## src/design/head_tail_marker_trim_macros.svh

```systemverilog
// assertion macros for the head/tail marker trim block
// expects clk and arst_n in the scope of the module that uses them
`ifndef HEAD_TAIL_MARKER_TRIM_MACROS_SVH
`define HEAD_TAIL_MARKER_TRIM_MACROS_SVH

// same-cycle implication, disabled during reset
`define HTMT_ASSERT_IMP(lbl, ante, cons, msg) \
	lbl: assert property (@(posedge clk) disable iff (!arst_n) (ante) |-> (cons)) \
		else $error(msg);

// next-cycle implication, disabled during reset
`define HTMT_ASSERT_NXT(lbl, ante, cons, msg) \
	lbl: assert property (@(posedge clk) disable iff (!arst_n) (ante) |=> (cons)) \
		else $error(msg);

`endif

```

## src/design/htmt_pkg.sv

```systemverilog
// shared types and constants for the head/tail marker trim block
// no dependencies
package htmt_pkg;

	localparam int MARKER_MAX_DEF = 8;
	localparam int PAT_W          = 64;
	localparam int LEN_W          = 4;
	localparam int CFG_IDX_W      = 2;

	// result kinds
	localparam logic [1:0] KIND_BYTE    = 2'd0;
	localparam logic [1:0] KIND_DISCARD = 2'd1;
	localparam logic [1:0] KIND_END     = 2'd2;

	// register indexes
	localparam logic [CFG_IDX_W-1:0] CFG_HEAD_PAT = 2'd0;
	localparam logic [CFG_IDX_W-1:0] CFG_HEAD_LEN = 2'd1;
	localparam logic [CFG_IDX_W-1:0] CFG_TAIL_PAT = 2'd2;
	localparam logic [CFG_IDX_W-1:0] CFG_TAIL_LEN = 2'd3;

	typedef struct packed {
		logic [7:0] in_byte;
		logic       end_of_stream;
	} in_item_t;

	typedef struct packed {
		logic [1:0] kind;
		logic [7:0] out_byte;
		logic       last_of_run;
	} out_item_t;

	// per-cycle command to the window chain
	typedef struct packed {
		logic shift;
		logic load;
	} chain_ctrl_t;

	// summary of the window chain
	typedef struct packed {
		logic       hit_all;
		logic [7:0] head;
	} chain_stat_t;

endpackage

```

## src/design/head_tail_marker_trim.sv

```systemverilog
// top level of the head/tail marker trim block: control, config and output sequencer
// depends on htmt_pkg, htmt_chain and head_tail_marker_trim_macros.svh
//
// channel  | signals                          | request
// ---------+----------------------------------+-------------------------------
// input    | in_valid, in_ready, in_data      | one stream byte, end flag
// output   | out_valid, out_ready, out_data   | one result: byte/discard/end
// config   | cfg_we, cfg_index, cfg_wdata     | one register write, no wait
//
// one input request per cycle while the output register is free or being taken
// a final byte with window bytes left is followed by a flush of those bytes, then the end result
// the flush walks the cell row one byte per cycle while the output slot is free, in_ready low meanwhile
// reset: registers zero, empty window, tail mode on (head length is zero)
// a stalled output holds in_ready low until the result is taken
`include "head_tail_marker_trim_macros.svh"

module head_tail_marker_trim import htmt_pkg::*; #(
	parameter int MARKER_MAX = MARKER_MAX_DEF
) (
	input  logic                 clk,
	input  logic                 arst_n,
	input  logic                 in_valid,
	output logic                 in_ready,
	input  in_item_t             in_data,
	output logic                 out_valid,
	input  logic                 out_ready,
	output out_item_t            out_data,
	input  logic                 cfg_we,
	input  logic [CFG_IDX_W-1:0] cfg_index,
	input  logic [PAT_W-1:0]     cfg_wdata
);

	localparam int CNT_W = $clog2(MARKER_MAX + 1);
	localparam int IDX_W = (MARKER_MAX > 1) ? $clog2(MARKER_MAX) : 1;

	typedef enum logic [1:0] {S_RUN, S_FLUSH, S_END} seq_state_t;

	logic [PAT_W-1:0] head_pat_q, tail_pat_q;
	logic [LEN_W-1:0] head_len_q, tail_len_q;
	logic [CNT_W-1:0] cnt_q;
	logic             mode_q;
	logic             fin_q;

	seq_state_t       state_q;
	logic [CNT_W-1:0] fcnt_q;
	logic             out_valid_q;
	out_item_t        out_q;

	logic [LEN_W-1:0] len_raw;
	logic [CNT_W-1:0] len, cnt_eff, cnt_after, wpos;
	logic [PAT_W-1:0] pat;
	logic [IDX_W-1:0] last_idx;
	logic [7:0]       last_pat, b, oldest;
	logic             full, match, accept, go, slot_free;
	logic             fin_after, mode_after, pending;
	logic             r1_valid;
	logic [1:0]       r1_kind;
	logic [7:0]       r1_byte;
	chain_ctrl_t      ctrl;
	chain_stat_t      stat;

	assign b         = in_data.in_byte;
	assign slot_free = !out_valid_q || out_ready;
	assign in_ready  = (state_q == S_RUN) && slot_free;
	assign accept    = in_valid && in_ready;

	// active marker, length saturated to the window size
	assign len_raw  = mode_q ? tail_len_q : head_len_q;
	assign len      = (len_raw > LEN_W'(MARKER_MAX)) ? CNT_W'(MARKER_MAX) : CNT_W'(len_raw);
	assign pat      = mode_q ? tail_pat_q : head_pat_q;
	assign last_idx = IDX_W'(len - CNT_W'(1));
	assign last_pat = pat[8*last_idx +: 8];

	assign cnt_eff = (cnt_q >= len) ? '0 : cnt_q;
	assign full    = (len != '0) && (cnt_eff == len - CNT_W'(1));
	assign match   = full && stat.hit_all && (b == last_pat);
	assign oldest  = (cnt_eff == '0) ? b : stat.head;
	assign go      = accept && !fin_q && (len != '0);

	// first result of a request and the state it leaves
	always_comb begin
		r1_valid   = 1'b0;
		r1_kind    = KIND_BYTE;
		r1_byte    = 8'h00;
		fin_after  = fin_q;
		mode_after = mode_q;
		cnt_after  = cnt_q;
		if (!fin_q) begin
			if (len == '0) begin
				r1_valid = 1'b1;
				r1_byte  = b;
			end else if (full) begin
				r1_valid = 1'b1;
				if (match) begin
					cnt_after = '0;
					if (mode_q) begin
						r1_kind   = KIND_END;
						fin_after = 1'b1;
					end else begin
						r1_kind    = KIND_DISCARD;
						mode_after = 1'b1;
					end
				end else begin
					r1_byte   = oldest;
					cnt_after = len - CNT_W'(1);
				end
			end else begin
				cnt_after = cnt_eff + CNT_W'(1);
			end
		end
	end

	assign pending = in_data.end_of_stream && !fin_after;

	// window chain commands
	always_comb begin
		ctrl.shift = 1'b0;
		ctrl.load  = 1'b0;
		wpos       = cnt_eff;
		if (state_q == S_FLUSH && slot_free) begin
			ctrl.shift = 1'b1;
		end else if (go && !match) begin
			ctrl.load = 1'b1;
			if (full) begin
				// drop the oldest byte and append at the new end
				ctrl.shift = 1'b1;
				wpos       = cnt_eff - CNT_W'(1);
			end
		end
	end

	htmt_chain #(
		.MARKER_MAX (MARKER_MAX)
	) u_chain (
		.clk      (clk),
		.ctrl     (ctrl),
		.wpos     (wpos),
		.live_cnt (cnt_eff),
		.din      (b),
		.pat      (pat),
		.stat     (stat)
	);

	// config registers and stream state
	always_ff @(posedge clk or negedge arst_n) begin
		if (!arst_n) begin
			head_pat_q <= '0;
			head_len_q <= '0;
			tail_pat_q <= '0;
			tail_len_q <= '0;
			cnt_q      <= '0;
			mode_q     <= 1'b1;
			fin_q      <= 1'b0;
		end else if (cfg_we) begin
			cnt_q  <= '0;
			fin_q  <= 1'b0;
			// tail mode follows the head length as it stands after the write
			mode_q <= (cfg_index == CFG_HEAD_LEN) ? (cfg_wdata[LEN_W-1:0] == '0)
				: (head_len_q == '0);
			case (cfg_index)
				CFG_HEAD_PAT: head_pat_q <= cfg_wdata;
				CFG_HEAD_LEN: head_len_q <= cfg_wdata[LEN_W-1:0];
				CFG_TAIL_PAT: tail_pat_q <= cfg_wdata;
				CFG_TAIL_LEN: tail_len_q <= cfg_wdata[LEN_W-1:0];
				default: ;
			endcase
		end else if (accept) begin
			if (in_data.end_of_stream) begin
				cnt_q  <= '0;
				fin_q  <= 1'b0;
				mode_q <= (head_len_q == '0);
			end else begin
				cnt_q  <= cnt_after;
				fin_q  <= fin_after;
				mode_q <= mode_after;
			end
		end
	end

	// output sequencer: first result, then flush bytes, then end
	always_ff @(posedge clk or negedge arst_n) begin
		if (!arst_n) begin
			state_q     <= S_RUN;
			fcnt_q      <= '0;
			out_valid_q <= 1'b0;
			out_q       <= '0;
		end else if (accept) begin
			if (r1_valid) begin
				out_valid_q       <= 1'b1;
				out_q.kind        <= r1_kind;
				out_q.out_byte    <= r1_byte;
				out_q.last_of_run <= !pending;
			end else if (out_ready) begin
				out_valid_q <= 1'b0;
			end
			fcnt_q <= cnt_after;
			if (!pending) begin
				state_q <= S_RUN;
			end else if (cnt_after != '0) begin
				state_q <= S_FLUSH;
			end else begin
				state_q <= S_END;
			end
		end else begin
			case (state_q)
				S_RUN: begin
					if (out_ready) begin
						out_valid_q <= 1'b0;
					end
				end
				S_FLUSH: begin
					if (slot_free) begin
						out_valid_q       <= 1'b1;
						out_q.kind        <= KIND_BYTE;
						out_q.out_byte    <= stat.head;
						out_q.last_of_run <= 1'b0;
						fcnt_q            <= fcnt_q - CNT_W'(1);
						if (fcnt_q == CNT_W'(1)) begin
							state_q <= S_END;
						end
					end
				end
				S_END: begin
					if (slot_free) begin
						out_valid_q       <= 1'b1;
						out_q.kind        <= KIND_END;
						out_q.out_byte    <= 8'h00;
						out_q.last_of_run <= 1'b1;
						state_q           <= S_RUN;
					end
				end
				default: state_q <= S_RUN;
			endcase
		end
	end

	assign out_valid = out_valid_q;
	assign out_data  = out_q;

	`HTMT_ASSERT_IMP(a_cnt_range, 1'b1, cnt_q <= CNT_W'(MARKER_MAX), "window count too large")
	`HTMT_ASSERT_IMP(a_fin_empty, fin_q, cnt_q == '0, "window not empty after tail match")
	`HTMT_ASSERT_NXT(a_flush_end, (state_q == S_FLUSH) && (fcnt_q == CNT_W'(1)) && slot_free, state_q == S_END, "flush did not hand over to end")
	`HTMT_ASSERT_IMP(a_end_last, out_valid_q && (out_q.kind == KIND_END), out_q.last_of_run, "end result not last of run")
	`HTMT_ASSERT_IMP(a_nonbyte_zero, out_valid_q && (out_q.kind != KIND_BYTE), out_q.out_byte == 8'h00, "byte field set on a marker result")

endmodule

```

## src/design/htmt_cell.sv

```systemverilog
// one byte cell of the marker window: holds a byte, loads or takes its neighbor
// depends on htmt_pkg
module htmt_cell import htmt_pkg::*; (
	input  logic        clk,
	input  chain_ctrl_t ctrl,
	input  logic        sel,
	input  logic        live,
	input  logic [7:0]  din,
	input  logic [7:0]  right,
	input  logic [7:0]  pat_byte,
	output logic [7:0]  q,
	output logic        hit
);

	logic [7:0] byte_q;

	always_ff @(posedge clk) begin
		if (ctrl.load && sel) begin
			byte_q <= din;
		end else if (ctrl.shift) begin
			byte_q <= right;
		end
	end

	assign q   = byte_q;
	// cells past the fill level never block a match
	assign hit = !live || (byte_q == pat_byte);

endmodule

```

## src/design/htmt_chain.sv

```systemverilog
// marker window built as a row of byte cells, oldest byte in cell 0
// depends on htmt_pkg and htmt_cell
module htmt_chain import htmt_pkg::*; #(
	parameter int MARKER_MAX = MARKER_MAX_DEF,
	localparam int CNT_W = $clog2(MARKER_MAX + 1)
) (
	input  logic             clk,
	input  chain_ctrl_t      ctrl,
	input  logic [CNT_W-1:0] wpos,
	input  logic [CNT_W-1:0] live_cnt,
	input  logic [7:0]       din,
	input  logic [PAT_W-1:0] pat,
	output chain_stat_t      stat
);

	logic [7:0]            cell_q [MARKER_MAX];
	logic [MARKER_MAX-1:0] hits;

	for (genvar i = 0; i < MARKER_MAX; i++) begin : g_cell
		logic [7:0] right;

		if (i == MARKER_MAX - 1) begin : g_end
			assign right = 8'h00;
		end else begin : g_mid
			assign right = cell_q[i+1];
		end

		htmt_cell u_cell (
			.clk      (clk),
			.ctrl     (ctrl),
			.sel      (wpos == CNT_W'(i)),
			.live     (CNT_W'(i) < live_cnt),
			.din      (din),
			.right    (right),
			.pat_byte (pat[8*i +: 8]),
			.q        (cell_q[i]),
			.hit      (hits[i])
		);
	end

	assign stat.hit_all = &hits;
	assign stat.head    = cell_q[0];

endmodule
```

## config.mk

```make
export PLATFORM = sky130hd
export DESIGN_NAME = head_tail_marker_trim
export DESIGN_NICKNAME = d
export VERILOG_FILES = /design/src/design/htmt_pkg.sv /design/src/design/head_tail_marker_trim.sv /design/src/design/htmt_cell.sv /design/src/design/htmt_chain.sv
export VERILOG_INCLUDE_DIRS = /design/src /design/src/design
export SDC_FILE = /design/constraint.sdc
export NUM_CORES = 1
export LEC_CHECK = 0
export ABC_AREA = 1
export BUFFER_PORTS_ARGS = -buffer_cell sky130_fd_sc_hd__buf_4
export CORE_MARGIN = 2
export CORE_UTILIZATION = 39
export DETAILED_ROUTE_END_ITERATION = 7
export GPL_TIMING_DRIVEN = 1
export SLEW_MARGIN = 5
export SYNTH_ARGS = -nofsm -noshare
export SYNTH_HDL_FRONTEND = slang
export SYNTH_HIERARCHICAL = 1
export SYNTH_SLANG_ARGS = --single-unit
```

## constraint.sdc

```tcl
create_clock -name clk -period 7.8 [get_ports clk]
set_input_delay 0.39 -clock clk [delete_from_list [all_inputs] [get_ports clk]]
set_output_delay 0.39 -clock clk [all_outputs]
set_load 0.1 [all_outputs]
```

==> out/results.ini <==
[outcome]
outcome = complete, no violations

[routing]
wirelength_um = 37600
via_per_inst = 4.96
drcViolationCount = 0
antenna_left = 0
routedWlPerCell_um = 16.8
drtIter0Drc = 846
via_count = 11081
dr.pass1.iters = 5

[timing]
relSlewSlack = 0.348
worst_pin_slew_ps = 978
period_needed_ps = 6730
slew_viol_final = 0
setup_violations = 0
fin_setup_tns_ps = 0
clock_skew_ps = 11.3
setup_slack_ps = 1070
finalCritPeriodShare = 0.862
fmax_mhz = 149
rsz0062_at_grt = no
hold_viol = 0

[power_and_ir_drop]
vdd_drop_max_mv = 0.284
p_leak_nw = 7.88
totalPowerFinal_w = 0.00543
powerDensity_nw_per_um2 = 355

[logic_synthesis]
yosysUniqueCellTypes = 48
synthTopCellsByArea = dfrtp_1 (30%), edfxtp_1 (14%), nand2_1 (14%)
seq_area_frac_synth = 0.440
ys.warnings.count = 6
synth_cells = 1693
synth_top_flop_cell = dfrtp_1
syn_area_um2 = 13500
synth_area_per_cell_um2 = 7.96
async_reset_ff_frac = 0.714
synthDominantCellAreaShare = 0.295
synth_edf_count = 64
ys_ff_latch = 224
yosysTopAreaCell = dfrtp_1

[critical_path]
r2r_end = u_chain/g_cell[6].u_cell/q[5]
critical_path.slowest_cell = dfstp_2
path_class = flop to flop
start_kind = flop
r2r.worst_path.cells = 33
critPathMaxStageDelay_ps = 620
rr_startpoint = mode_q
crit_top_cell = nand2_1
required_ps = 8020
worstPathMaxFanout = 69
rrSetupSlack_ps = 1070
cp.arrival_ps = 6950
cp-end-kind = flop

[finish]
layout_commonest_cell = nand2_1
num-fill-cells = 3450
diodes = 0
drive_above_1_share = 0.144
layout.nets = 1857
syn_to_final_growth_pct = 13.5
mostFrequentLayoutCells = nand2_1 (489), inv_1 (253), o21ai_0 (211), dfrtp_1 (159), nand3_1 (117)

[cts]
cts_sinks = 224
clk_latency_ps = 550
cts_root_buffer = clkbuf_16
clkSlewWorstSetupHoldPaths_ps = 60
cts.hold.buffers_added = 1
cts_resized = 0
h-tree-depth = 1
cts_buffer_depth = 3
cts_setup_buffers = 0
numCtsBuffers = 25
tritoncts = built

[placement]
hpwl_um = 27700
gp_congestion = 0.971
io_buffers = 92
dpl_worst_slack_ps = 1140

[global_route]
antenna_found_initial = 0
grt_max_degree = 107
overflow = 0
grt_pass1_vias = 10729
grt_pass1_wl_um = 58700
grt_usage = 0.210

[floorplan]
core_area_um2 = 34300
num_rows = 68
start_util = 0.393
dieWidth_um = 190
fp.dieArea_um2 = 36100
ios = 93
die_y_um = 190

[hold_path]
hold_end = tail_pat_q[59]
hold_start = cfg_wdata[59]
hold_path_class = primary input to flop
holdPathStages = 3

[flow_run]
cap_violations = 0

[layout make-up]
| class | instances | area [um^2] | share of cell area |
|---|---|---|---|
| repair buffers | 101 | 764 | 0.0500 |
| clock inverters | 10 | 76.3 | 0.00499 |
| well taps | 455 | 569 | 0.0372 |
| multi-input cells | 1152 | 6280 | 0.410 |
| flip-flops and latches | 224 | 5930 | 0.387 |
| inverters | 259 | 977 | 0.0639 |
| clock buffers | 35 | 707 | 0.0462 |
[critical path: cells and delay by family, from the launching register on]
family	cells	cell delay, ps
buf+inv	6	1240
simple gates	24	3450
flops	1	620
compound gates	2	770
fa+ha+maj	1	320
[where the power goes]
part | total (W) | leakage, nW | internal [W] | switching, W
sequential | 0.00178 | 2.59 | 0.00154 | 0.000231
combinational | 0.00252 | 4.91 | 0.000844 | 0.00168
clock | 0.00113 | 0.387 | 0.000638 | 0.000494
total | 0.00543 | 7.88 | 0.00303 | 0.00240
[state kept, by name, indices dropped and copies added (netlist names)]
name / flops
head_len_q: 4
tail_pat_q: 64
state_q: 2
mode_q: 1
tail_len_q: 4
fin_q: 1
u_chain/g_cell.u_cell/q: 64
head_pat_q: 64
out_valid: 1
cnt_q: 4
out_data: 11
fcnt_q: 4
[metal layers]
metal	vias up	share of wire	GRT usage	wire length, um
met4	0	0.043	0.0808	1630
met5	-	0	0	0
met1	5244	0.44	0.270	16400
met2	248	0.48	0.358	18000
met3	77	0.043	0.0280	1610
li1	5512	-	-	-
[cells by family after synthesis]
kind of cell,synth area share
AOI/OAI and AO/OA,0.103
xor gates and xnor gates,0.0247
adders and majority gates,0.0130
buffers and inverters,0.0982
DFF,0.440
muxes,0.0720
other,0.000278
and+or+nand+nor,0.249
[stage by stage]
stage	instance area [um^2]	hold slack, ps	instances	util
6_report	15300	116	2236	0.446
5_1_grt	15300	125	2236	0.446
4_1_cts	15300	99.4	2236	0.446
3_5_place_dp	14500	465	2190	0.423
3_3_place_gp	14500	458	2190	0.423
2_1_floorplan	13500	94.4	1700	-
[worst max path at each step]
stage / from / endpoint / slack [ps] / cells past startpoint
3_3_place_gp: mode_q / u_chain/g_cell[7].u_cell/q[4] / 1350 / 33
3_5_place_dp: mode_q / u_chain/g_cell[6].u_cell/q[1] / 1140 / 33
6_report: mode_q / u_chain/g_cell[6].u_cell/q[5] / 1070 / 33
2_1_floorplan: mode_q / u_chain/g_cell[3].u_cell/q[0] / 1860 / 33
5_1_grt: mode_q / u_chain/g_cell[7].u_cell/q[1] / 470 / 33
4_1_cts: mode_q / u_chain/g_cell[6].u_cell/q[5] / 1120 / 33
[synthesized netlist by cell type, types with 8 or more instances]
| master | instances |
|---|---|
| nand2_1 | 490 |
| inv_1 | 253 |
| o21ai_0 | 211 |
| dfrtp_1 | 159 |
| nand3_1 | 118 |
| edfxtp_1 | 64 |
| mux2_4 | 64 |
| nor2_1 | 49 |
| clkbuf_1 | 39 |
| xnor2_1 | 34 |
| or2_1 | 24 |
| or2_0 | 21 |
| a21oi_1 | 17 |
| o21ai_1 | 15 |
| ha_1 | 14 |
| buf_2 | 13 |
| nor3_1 | 13 |
| or2_2 | 13 |
| buf_6 | 10 |
| nand2_4 | 8 |
No activity file was read; power rests on OpenSTA's default activity.
